--- config.mk ---
export PLATFORM = sky130hd
export DESIGN_NAME = moving_average_filter_unit
export DESIGN_NICKNAME = d
export VERILOG_FILES = /design/src/rtl/maf_pkg.sv /design/src/rtl/moving_average_filter_unit.sv /design/src/rtl/maf_cell.sv /design/src/rtl/maf_divider.sv
export SDC_FILE = /design/constraint.sdc
export NUM_CORES = 2
export LEC_CHECK = 0
export ABC_AREA = 1
export BUFFER_PORTS_ARGS = -buffer_cell sky130_fd_sc_hd__buf_4
export CORE_ASPECT_RATIO = 1.25
export CORE_MARGIN = 8
export CORE_UTILIZATION = 30
export DETAILED_ROUTE_END_ITERATION = 12
export PLACE_DENSITY_LB_ADDON = 0.2
export SETUP_SLACK_MARGIN = 0.5
export SLEW_MARGIN = 25
export SYNTH_ARGS = -nofsm -noshare
export SYNTH_HDL_FRONTEND = slang
export SYNTH_SLANG_ARGS = --single-unit
--- constraint.sdc ---
create_clock -name clk -period 33.8 [get_ports clk]
set_clock_uncertainty 0.2 [all_clocks]
set_input_delay 1.69 -clock clk [delete_from_list [all_inputs] [get_ports clk]]
set_output_delay 1.69 -clock clk [all_outputs]
set_load 0.05 [all_outputs]
--- src/rtl/maf_pkg.sv ---
// Shared types and fixed constants of the moving average filter.
package maf_pkg;

	localparam int WL_WIDTH = 7;

	typedef struct packed {
		logic busy;
		logic res_valid;
	} div_status_t;

endpackage

--- src/rtl/moving_average_filter_unit.sv ---
// Top level of the moving average filter: sample chain, running sum and output stage.
//
// Usage:
//   Slave stream s_*: s_tdata carries one signed sample, s_tuser the restart flag,
//   which empties the window before that sample is taken.
//   Master stream m_*: m_tdata carries the signed mean of the held samples,
//   truncated toward zero; one result transaction per input transaction.
//   cfg_wen/cfg_wdata write the window length (0 reads as 1, values above
//   MAX_WINDOW read as MAX_WINDOW); a write empties the window.
// Timing:
//   A sample shifts into the cell chain and updates the running sum on the
//   accepting edge; the mean then comes from a bit-serial divider, one quotient
//   bit per cycle over SAMPLE_WIDTH + clog2(MAX_WINDOW) bits (38 by default).
//   m_tvalid rises once the result has moved from the divider into the output register;
//   a new sample is taken only after the divider's result has gone to that register.
// Reset: window empty, length 1, no result pending.
// Stall: the result waits in the output register while the divider may finish
//   the next one; s_tready stays low while the divider holds a result.
module moving_average_filter_unit #(
	parameter int MAX_WINDOW   = 64,
	parameter int SAMPLE_WIDTH = 32
) (
	input  logic                                      clk,
	input  logic                                      arst_n,
	input  logic                                      s_tvalid,
	output logic                                      s_tready,
	input  logic [((SAMPLE_WIDTH+7)/8)*8-1:0]         s_tdata,   // [0+:SAMPLE_WIDTH] sample
	input  logic                                      s_tuser,   // [0] restart
	output logic                                      m_tvalid,
	input  logic                                      m_tready,
	output logic [((SAMPLE_WIDTH+7)/8)*8-1:0]         m_tdata,   // [0+:SAMPLE_WIDTH] average
	input  logic                                      cfg_wen,
	input  logic [maf_pkg::WL_WIDTH-1:0]              cfg_wdata
);

	import maf_pkg::*;

	localparam int DW = ((SAMPLE_WIDTH + 7) / 8) * 8;
	localparam int SW = SAMPLE_WIDTH;
	localparam int TW = SW + $clog2(MAX_WINDOW);
	localparam int CW = $clog2(MAX_WINDOW + 1);
	localparam int IW = (MAX_WINDOW > 1) ? $clog2(MAX_WINDOW) : 1;

	logic [WL_WIDTH-1:0] wl_q;
	logic [CW-1:0]       fill_q;
	logic signed [TW-1:0] total_q;
	logic                m_tvalid_q;
	logic [SW-1:0]       m_data_q;

	logic [SW-1:0]        cell_q [MAX_WINDOW];
	logic [CW-1:0]        w;
	logic [CW-1:0]        wm1;
	logic                 accept;
	logic signed [SW-1:0] sample_s;
	logic signed [SW-1:0] oldest;
	logic [CW-1:0]        fill_eff;
	logic signed [TW-1:0] total_eff;
	logic                 full;
	logic signed [TW-1:0] sub_v;
	logic signed [TW-1:0] new_total;
	logic [CW-1:0]        new_fill;
	logic                 load;
	div_status_t          div_st;
	logic [SW-1:0]        div_res;

	always_comb begin
		if (wl_q == '0) begin
			w = CW'(1);
		end else if (32'(wl_q) > 32'(MAX_WINDOW)) begin
			w = CW'(MAX_WINDOW);
		end else begin
			w = CW'(wl_q);
		end
	end

	assign wm1       = w - 1'b1;
	assign accept    = s_tvalid && s_tready;
	assign s_tready  = !div_st.busy && !div_st.res_valid;
	assign sample_s  = s_tdata[SW-1:0];
	assign oldest    = cell_q[wm1[IW-1:0]];
	assign fill_eff  = s_tuser ? '0 : fill_q;
	assign total_eff = s_tuser ? '0 : total_q;
	assign full      = fill_eff >= w;
	assign sub_v     = full ? TW'(oldest) : '0;
	assign new_total = total_eff - sub_v + TW'(sample_s);
	assign new_fill  = full ? w : fill_eff + 1'b1;

	for (genvar i = 0; i < MAX_WINDOW; i++) begin : g_cell
		if (i == 0) begin : g_head
			maf_cell #(.WIDTH(SW)) u_cell (
				.clk   (clk),
				.shift (accept),
				.d     (s_tdata[SW-1:0]),
				.q     (cell_q[i])
			);
		end else begin : g_body
			maf_cell #(.WIDTH(SW)) u_cell (
				.clk   (clk),
				.shift (accept),
				.d     (cell_q[i-1]),
				.q     (cell_q[i])
			);
		end
	end

	always_ff @(posedge clk or negedge arst_n) begin
		if (!arst_n) begin
			wl_q    <= WL_WIDTH'(1);
			fill_q  <= '0;
			total_q <= '0;
		end else if (cfg_wen) begin
			wl_q    <= cfg_wdata;
			fill_q  <= '0;
			total_q <= '0;
		end else if (accept) begin
			fill_q  <= new_fill;
			total_q <= new_total;
		end
	end

	maf_divider #(
		.NUM_WIDTH (TW),
		.DEN_WIDTH (CW),
		.RES_WIDTH (SW)
	) u_divider (
		.clk      (clk),
		.arst_n   (arst_n),
		.start    (accept),
		.dividend (new_total),
		.divisor  (new_fill),
		.ack      (load),
		.status   (div_st),
		.quotient (div_res)
	);

	assign load = div_st.res_valid && (!m_tvalid_q || m_tready);

	always_ff @(posedge clk or negedge arst_n) begin
		if (!arst_n) begin
			m_tvalid_q <= 1'b0;
		end else if (load) begin
			m_tvalid_q <= 1'b1;
		end else if (m_tready) begin
			m_tvalid_q <= 1'b0;
		end
	end

	always_ff @(posedge clk) begin
		if (load) begin
			m_data_q <= div_res;
		end
	end

	assign m_tvalid = m_tvalid_q;
	assign m_tdata  = DW'(m_data_q);

`ifndef ASSERT_OFF
	a_fill_in_window: assert property (@(posedge clk) disable iff (!arst_n)
		fill_q <= w) else $error("fill count beyond window length");
	a_empty_sum: assert property (@(posedge clk) disable iff (!arst_n)
		(fill_q == '0) |-> (total_q == '0)) else $error("empty window with nonzero sum");
	a_accept_starts: assert property (@(posedge clk) disable iff (!arst_n)
		accept |=> div_st.busy) else $error("divider not started on transaction");
	a_result_lands: assert property (@(posedge clk) disable iff (!arst_n)
		(div_st.res_valid && !m_tvalid_q) |=> m_tvalid_q) else $error("result not moved out");
`endif

endmodule

--- src/rtl/maf_cell.sv ---
// One cell of the sample shift chain: holds one sample, takes the one on d (its neighbour's) on a shift.
module maf_cell #(
	parameter int WIDTH = 32
) (
	input  logic             clk,
	input  logic             shift,
	input  logic [WIDTH-1:0] d,
	output logic [WIDTH-1:0] q
);

	logic [WIDTH-1:0] data_q;

	always_ff @(posedge clk) begin
		if (shift) begin
			data_q <= d;
		end
	end

	assign q = data_q;

endmodule

--- src/rtl/maf_divider.sv ---
// Bit-serial signed divider: signed sum over unsigned count, truncated toward zero.
module maf_divider #(
	parameter int NUM_WIDTH = 38,
	parameter int DEN_WIDTH = 7,
	parameter int RES_WIDTH = 32
) (
	input  logic                        clk,
	input  logic                        arst_n,
	input  logic                        start,
	input  logic signed [NUM_WIDTH-1:0] dividend,
	input  logic        [DEN_WIDTH-1:0] divisor,
	input  logic                        ack,
	output maf_pkg::div_status_t        status,
	output logic        [RES_WIDTH-1:0] quotient
);

	import maf_pkg::*;

	localparam int CNT_W = $clog2(NUM_WIDTH + 1);

	logic                 busy_q;
	logic                 valid_q;
	logic [CNT_W-1:0]     cnt_q;
	logic                 neg_q;
	logic [NUM_WIDTH-1:0] quo_q;
	logic [DEN_WIDTH-1:0] rem_q;
	logic [DEN_WIDTH-1:0] den_q;

	logic [NUM_WIDTH-1:0] raw;
	logic [NUM_WIDTH-1:0] abs_in;
	logic [DEN_WIDTH:0]   trial;
	logic [DEN_WIDTH:0]   diff;
	logic                 ge;
	logic [RES_WIDTH-1:0] mag;

	assign raw    = dividend;
	assign abs_in = raw[NUM_WIDTH-1] ? (~raw + 1'b1) : raw;
	assign trial  = {rem_q, quo_q[NUM_WIDTH-1]};
	assign ge     = trial >= {1'b0, den_q};
	assign diff   = trial - {1'b0, den_q};

	always_ff @(posedge clk or negedge arst_n) begin
		if (!arst_n) begin
			busy_q  <= 1'b0;
			valid_q <= 1'b0;
			cnt_q   <= '0;
		end else begin
			if (start) begin
				busy_q <= 1'b1;
				cnt_q  <= CNT_W'(NUM_WIDTH);
			end else if (busy_q) begin
				cnt_q <= cnt_q - 1'b1;
				if (cnt_q == CNT_W'(1)) begin
					busy_q  <= 1'b0;
					valid_q <= 1'b1;
				end
			end
			if (ack) begin
				valid_q <= 1'b0;
			end
		end
	end

	always_ff @(posedge clk) begin
		if (start) begin
			neg_q <= raw[NUM_WIDTH-1];
			quo_q <= abs_in;
			rem_q <= '0;
			den_q <= divisor;
		end else if (busy_q) begin
			quo_q <= {quo_q[NUM_WIDTH-2:0], ge};
			rem_q <= ge ? diff[DEN_WIDTH-1:0] : trial[DEN_WIDTH-1:0];
		end
	end

	assign mag              = quo_q[RES_WIDTH-1:0];
	assign quotient         = neg_q ? (~mag + 1'b1) : mag;
	assign status.busy      = busy_q;
	assign status.res_valid = valid_q;

endmodule

# Word-level counts from Yosys, hierarchy flattened
# Index checks and enable logic that the tools add are counted.
# Widths: inputs -> output; s select.
[word_totals]
register_bits = 2194
[classes]
add_sub_neg = 8
n_lt_le_gt_ge = 4
eq_ne = 2
n_mux = 29
bitwise_logic = 3
n_reduce_logical = 14
[ops]
columns = ["cell", "count"]
rows = [
  ["$mux 38", 7],
  ["$bmux 32 s6", 1],
  ["$mux 32", 3],
  ["$mux 7", 7],
  ["$add 38x1->38 const B", 1],
  ["$add 38x32->38", 1],
  ["$not 38->38", 1],
  ["$sub 38x38->38", 1],
  ["$add 32x1->32 const B", 1],
  ["$not 32->32", 1],
  ["$mux 6", 2],
  ["$sub 6x1->6 const B", 2],
  ["$reduce_bool 2->1", 5],
  ["$mux 1", 9],
  ["$ge 8x7->1", 1],
  ["$add 7x1->7 const B", 1],
  ["$ge 7x7->1", 1],
  ["$ge 7x7->1 const B", 1],
  ["$gt 7x7->1 const B", 1],
  ["$logic_not 7->1", 1],
  ["$not 6->7", 1],
  ["$sub 7x7->7", 1],
  ["$eq 6x1->1 const B", 1],
  ["$logic_and 1x1->1", 3],
  ["4 further kinds", 6],
]

# Longest topological paths before layout
[depth]
depth_word = 15
ltp_mapped = 42
ltp_nobuf = 36

# Hierarchy
# A second synthesis with hierarchy kept.
[hier_totals]
cells_unflattened = 8360
hier_area_um2 = 94438.1
[modules_own_cells]
columns = ["mod", "n_inst", "cells_per_inst", "area_each_um2", "seq_area_each_um2"]
rows = [
  ["maf_cell", 64, 32, 960.9, 960.9],
  ["moving_average_filter_unit", 1, 5603, 27981.8, 2288.4],
  ["maf_divider", 1, 709, 4957.3, 1721.7],
]

# Least setup slack after synthesis
# Ideal clock, no wire load.
[synth_path]
path_type = "input to register"
startpoint = "input port s_tvalid"
endpoint = "register g_cell[0].g_head.u_cell.data_q[0], enable pin"
t_arrival_ps = 25449
t_required_ps = 32056
path_slack_ps = 6607
cell_stages = 5
path_buffers = 3
path_cell_list = "nand2_1 -> clkbuf_1 -> inv_1 -> clkbuf_1 -> buf_2"
[synth_via]
elab_chain_cells = 1
[synth_lines]
columns = ["element", "line", "text"]
rows = [
  ["start: declaration", "moving_average_filter_unit.sv:25", "input logic s_tvalid,"],
  ["$logic_and 1x1->1", "moving_average_filter_unit.sv:77", "assign accept = s_tvalid && s_tready;"],
  ["net accept", "moving_average_filter_unit.sv:53", "logic accept;"],
  ["end signal: assignment", "maf_cell.sv:15", "data_q <= d;"],
  ["end: declaration", "maf_cell.sv:11", "logic [WIDTH-1:0] data_q;"],
]
# The timed path passes the listed nets, and every way through them passes these cells.
# A chain may end at the register's enable or synchronous reset.

# Final worst setup path
[layout_path]
startpoint = "register wl_q[1]"
endpoint = "register u_divider.quo_q[20] (data pin)"
[layout_via]
elab_chain_cells = 15
elab_cells_between_ends = 17
[layout_lines]
columns = ["element", "line", "text"]
rows = [
  ["start: declaration", "moving_average_filter_unit.sv:44", "logic [WL_WIDTH-1:0] wl_q;"],
  ["start signal: assignment", "moving_average_filter_unit.sv:112", "wl_q <= cfg_wdata;"],
  ["$gt 7x7->1", "moving_average_filter_unit.sv:69", "end else if (32'(wl_q) > 32'(MAX_WINDOW)) begin"],
  ["$mux 7", "moving_average_filter_unit.sv:69", ""],
  ["$mux 7 *", "moving_average_filter_unit.sv:67", "if (wl_q == '0) begin"],
  ["$sub 6x1->6", "moving_average_filter_unit.sv:76", "assign wm1 = w - 1'b1;"],
  ["$not 6->7 (implied by the code)", "moving_average_filter_unit.sv:80", "assign oldest = cell_q[wm1[IW-1:0]];"],
  ["$bmux 32 s6", "moving_average_filter_unit.sv:80", ""],
  ["$mux 32 (implied by the code) (2 in series)", "moving_average_filter_unit.sv:80", ""],
  ["$mux 38 *", "moving_average_filter_unit.sv:84", "assign sub_v = full ? TW'(oldest) : '0;"],
  ["$sub 38x38->38 *", "moving_average_filter_unit.sv:85", "assign new_total = total_eff - sub_v + TW'(sample_s);"],
  ["$add 38x32->38 *", "moving_average_filter_unit.sv:85", ""],
  ["$not 38->38", "maf_divider.sv:37", "assign abs_in = raw[NUM_WIDTH-1] ? (~raw + 1'b1) : raw;"],
  ["$add 38x1->38", "maf_divider.sv:37", ""],
  ["$mux 38 *", "maf_divider.sv:37", ""],
  ["$mux 38 *", "maf_divider.sv:65", "if (start) begin"],
  ["end signal: assignment", "maf_divider.sv:67", "quo_q <= abs_in;"],
  ["end signal: assignment", "maf_divider.sv:71", "quo_q <= {quo_q[NUM_WIDTH-2:0], ge};"],
  ["end: declaration", "maf_divider.sv:25", "logic [NUM_WIDTH-1:0] quo_q;"],
]
# Every way passes the cells marked *; elsewhere a longest branch is shown, timed or not. The select of a mux whose other input is x is not followed.

==> results.yml <==
clock_tree:
  clk_path_buf_depth: 4
  cts-buffers-inserted: 227
  clk_pin_slew_ns: 0.07
  h-tree-depth: 4
  post_cts_buffers: 0
  clk_latency_ns: 0.91
  cts.sinks: 2194
  cts_hold_buffers: 0
  cts_resized: 0
  root_buffer: "clkbuf_16"
  cts_tree: "built"
sta:
  min_period_ns: 9.23
  slew_headroom_pct: 31.8
  setup_tns_ns: 0
  clock.fmax_mhz: 108
  rsz0062_at_grt: "false"
  finalHoldViolCount: 0
  tightest_slew_ns: 1.02
  slew_violations: 0
  setup-violations-final: 0
  period_share_pct: 27.3
routing:
  drtIter0Drc: 5378
  wl_per_cell_um: 19.5
  via_count: 61144
  route.detailed.drc: 0
  drt_wl_total_um: 245000
  dr.pass1.iters: 5
  postRouteAntennaNets: 0
  drt-vias-per-instance: 4.87
power_and_ir_drop:
  irDropWorstVdd_mv: 0.0470
  p_leak_nw: 37.1
  finalPower_mw: 7.79
  powerDensity_nw_per_um2: 73.9
global_route:
  overflow: 0
  grtUsageTotal_pct: 14.5
  grt_pass1_wl_um: 383000
  grt_antenna_before_repair: 10
  grt_pass1_vias: 62203
  grt_max_degree: 189
worst_hold_path:
  hp-class: "reg2reg"
run:
  maxCapViolCount: 0
setup_path:
  critical_path_class: "reg2reg"
  startpoint_type: "flop"
  max_stage_delay_ns: 0.76
  slowest_stage: "buf_4"
  cpMostUsedCell: "nand2_1"
  crit_buf_inv: 5
  regToRegSetupSlack_ns: 24.57
  crit_required_ns: 34.18
  arrival_ns: 9.61
  path_delay_family: "simple AND/OR/NAND/NOR gates"
  worstSetupEndpointType: "flop"
  cp_max_fo: 98
placement:
  portBuffers: 78
  gp_congestion: 0.862
  dpl.cell_count: 12152
  place_hpwl_um: 136000
finish:
  nFillCells: 30764
  fin_cells: 12566
  regArea_um2: 65500
  drive_above_1_share_pct: 6.70
  multi_input_area_um2: 24700
  nets: 8367
  finish.utilization_pct: 33.9
  area_delta_synth_final_pct: 12.6
die:
  die-area_um2: 330000
  die_w_um: 516
  core_um2: 311000
  initial_core_util_pct: 30.1
  ios: 79
  fp-row-count: 229
  die_h_um: 640
yosys:
  syn_avg_cell_area_um2: 11.3
  synthCells: 8297
  syn_nets: 8439
  yosys_warnings: 0
  synth_cell_types: 52
  syn_area_um2: 93600
  ys_seq_area_share_pct: 70.0
  ys_seq_elements: 2194
status:
  status: "complete, no violations"
==> cells in the mapped netlist (all sizes together) <==
cell type  count  area [µm²]
a41oi          1        8.76
clkbuf       211         792
edfxtp      2126       63800
xnor2         15         139
and2           2        12.5
xor2          49         437
o221ai         4        35.0
clkinv         6        22.5
o22ai         12        75.1
or2            4        25.0
nand3       2036       10200
nor3          20         115
o31ai          5        42.5
nor4           1        6.26
inv          341        1280
dfxtp          7         140
o21bai         3        22.5
nand3b        13        97.6
a211oi         2        15.0
nand4         26         163
o21ai        154         771
a21o           1        7.51
o21a           1        7.51
a22oi          1        7.51
dfstp          1        26.3
buf          270        1350
dfrtp         60        1500
o211ai         4        30.0
fa            38         761
and3           1        6.26
nand2       2553        9620
a32o           1        10.0
ha            59         738
a21boi         1        7.51
a31oi         35         219
nor2         176         716
o41ai          1        8.76
a21oi         56         284
==> cells by family (layout without fill, tap and decap cells) <==
group | Yosys count | count (layout) | synth area share, %
and+or+nand+nor | 4832 | 4832 | 22.4
DFF | 2194 | 2194 | 70.0
buffers and inverters | 828 | 938 | 3.68
AOI/OAI and AO/OA | 282 | 282 | 1.66
adders and majority gates | 97 | 97 | 1.60
xor gates and xnor gates | 64 | 64 | 0.615
other | 0 | 1 | 0
==> flip-flops by register name (all words and copies together) (netlist names) <==
name                    flops
u_divider.rem_q             7
m_tvalid                    1
u_divider.busy_q            1
m_tdata                    32
u_divider.cnt_q             6
total_q                    38
g_cell.g_body.u_cell.q   2016
u_divider.quo_q            38
u_divider.valid_q           1
u_divider.den_q             7
g_cell.g_head.u_cell.q     32
u_divider.neg_q             1
wl_q                        7
fill_q                      7
==> layout by cell type, fill, tap and decap left out, types with 5 or more instances in the layout <==
master         n
nand2_1     2536
edfxtp_1    2126
nand3_1     2029
inv_1        325
clkbuf_16    229
buf_4        159
nor2_1       157
o21ai_0      127
clkinv_1      64
dfrtp_1       60
ha_1          58
a21oi_1       54
clkbuf_1      50
xor2_1        46
clkinv_2      43
fa_1          38
a31oi_1       31
o21ai_1       27
nand4_1       26
nor2_2        17
nor3_1        17
nand2_2       16
bufinv_16     15
buf_12        15
nand3b_1      13
xnor2_1       13
o22ai_1       12
inv_2         10
nand3_2        7
dfxtp_1        7
clkinvlp_4     6
inv_6          5
==> per-layer routing <==
layer,vias up,share of wire [%],global-route usage (%)
met4,6,3.3,4.76
met3,383,4.2,1.69
met2,1335,48,24.5
met1,30531,44,19.4
met5,-,0.015,0
li1,28889,-,-
==> cell type report <==
cell class	count	share of cell area, %
sequential	2194	62.2
multi-input combinational	5275	23.5
clock buffer	280	5.63
tap	4158	4.94
timing repair buffer	180	1.51
inverter	347	1.27
clock inverter	131	0.989
antenna	1	0.00238
==> power breakdown <==
group	internal [mW]	switching (mW)	total, mW
logic	0.499	1.37	1.87
clock network	1.35	1.08	2.43
registers	3.36	0.125	3.48
==> per-stage QoR <==
stage                     hold WS [ns]  area [µm²]  worst slack [ns]
after floorplan                  0.221       93600              6.61
after global placement           0.228       98300             24.23
after detailed placement         0.232       98300             24.36
after CTS                        0.209      105000             24.32
after global routing             0.229      105000             23.73
final                            0.217      105000             24.57
==> path summary, 6_finish.rpt <==
kind	depth (start not counted)	start	endpoint
setup / recovery	34	wl_q[1]	u_divider.quo_q[20]
hold / removal	0	g_cell[23].g_body.u_cell.q[15]	g_cell[24].g_body.u_cell.q[15]
setup reg to reg	34	wl_q[1]	u_divider.quo_q[20]
hold reg to reg	0	g_cell[23].g_body.u_cell.q[15]	g_cell[24].g_body.u_cell.q[15]
max in group asynchronous	1	arst_n	total_q[0]
min in group asynchronous	1	arst_n	wl_q[2]
No activity file was read; power rests on OpenSTA's default activity.
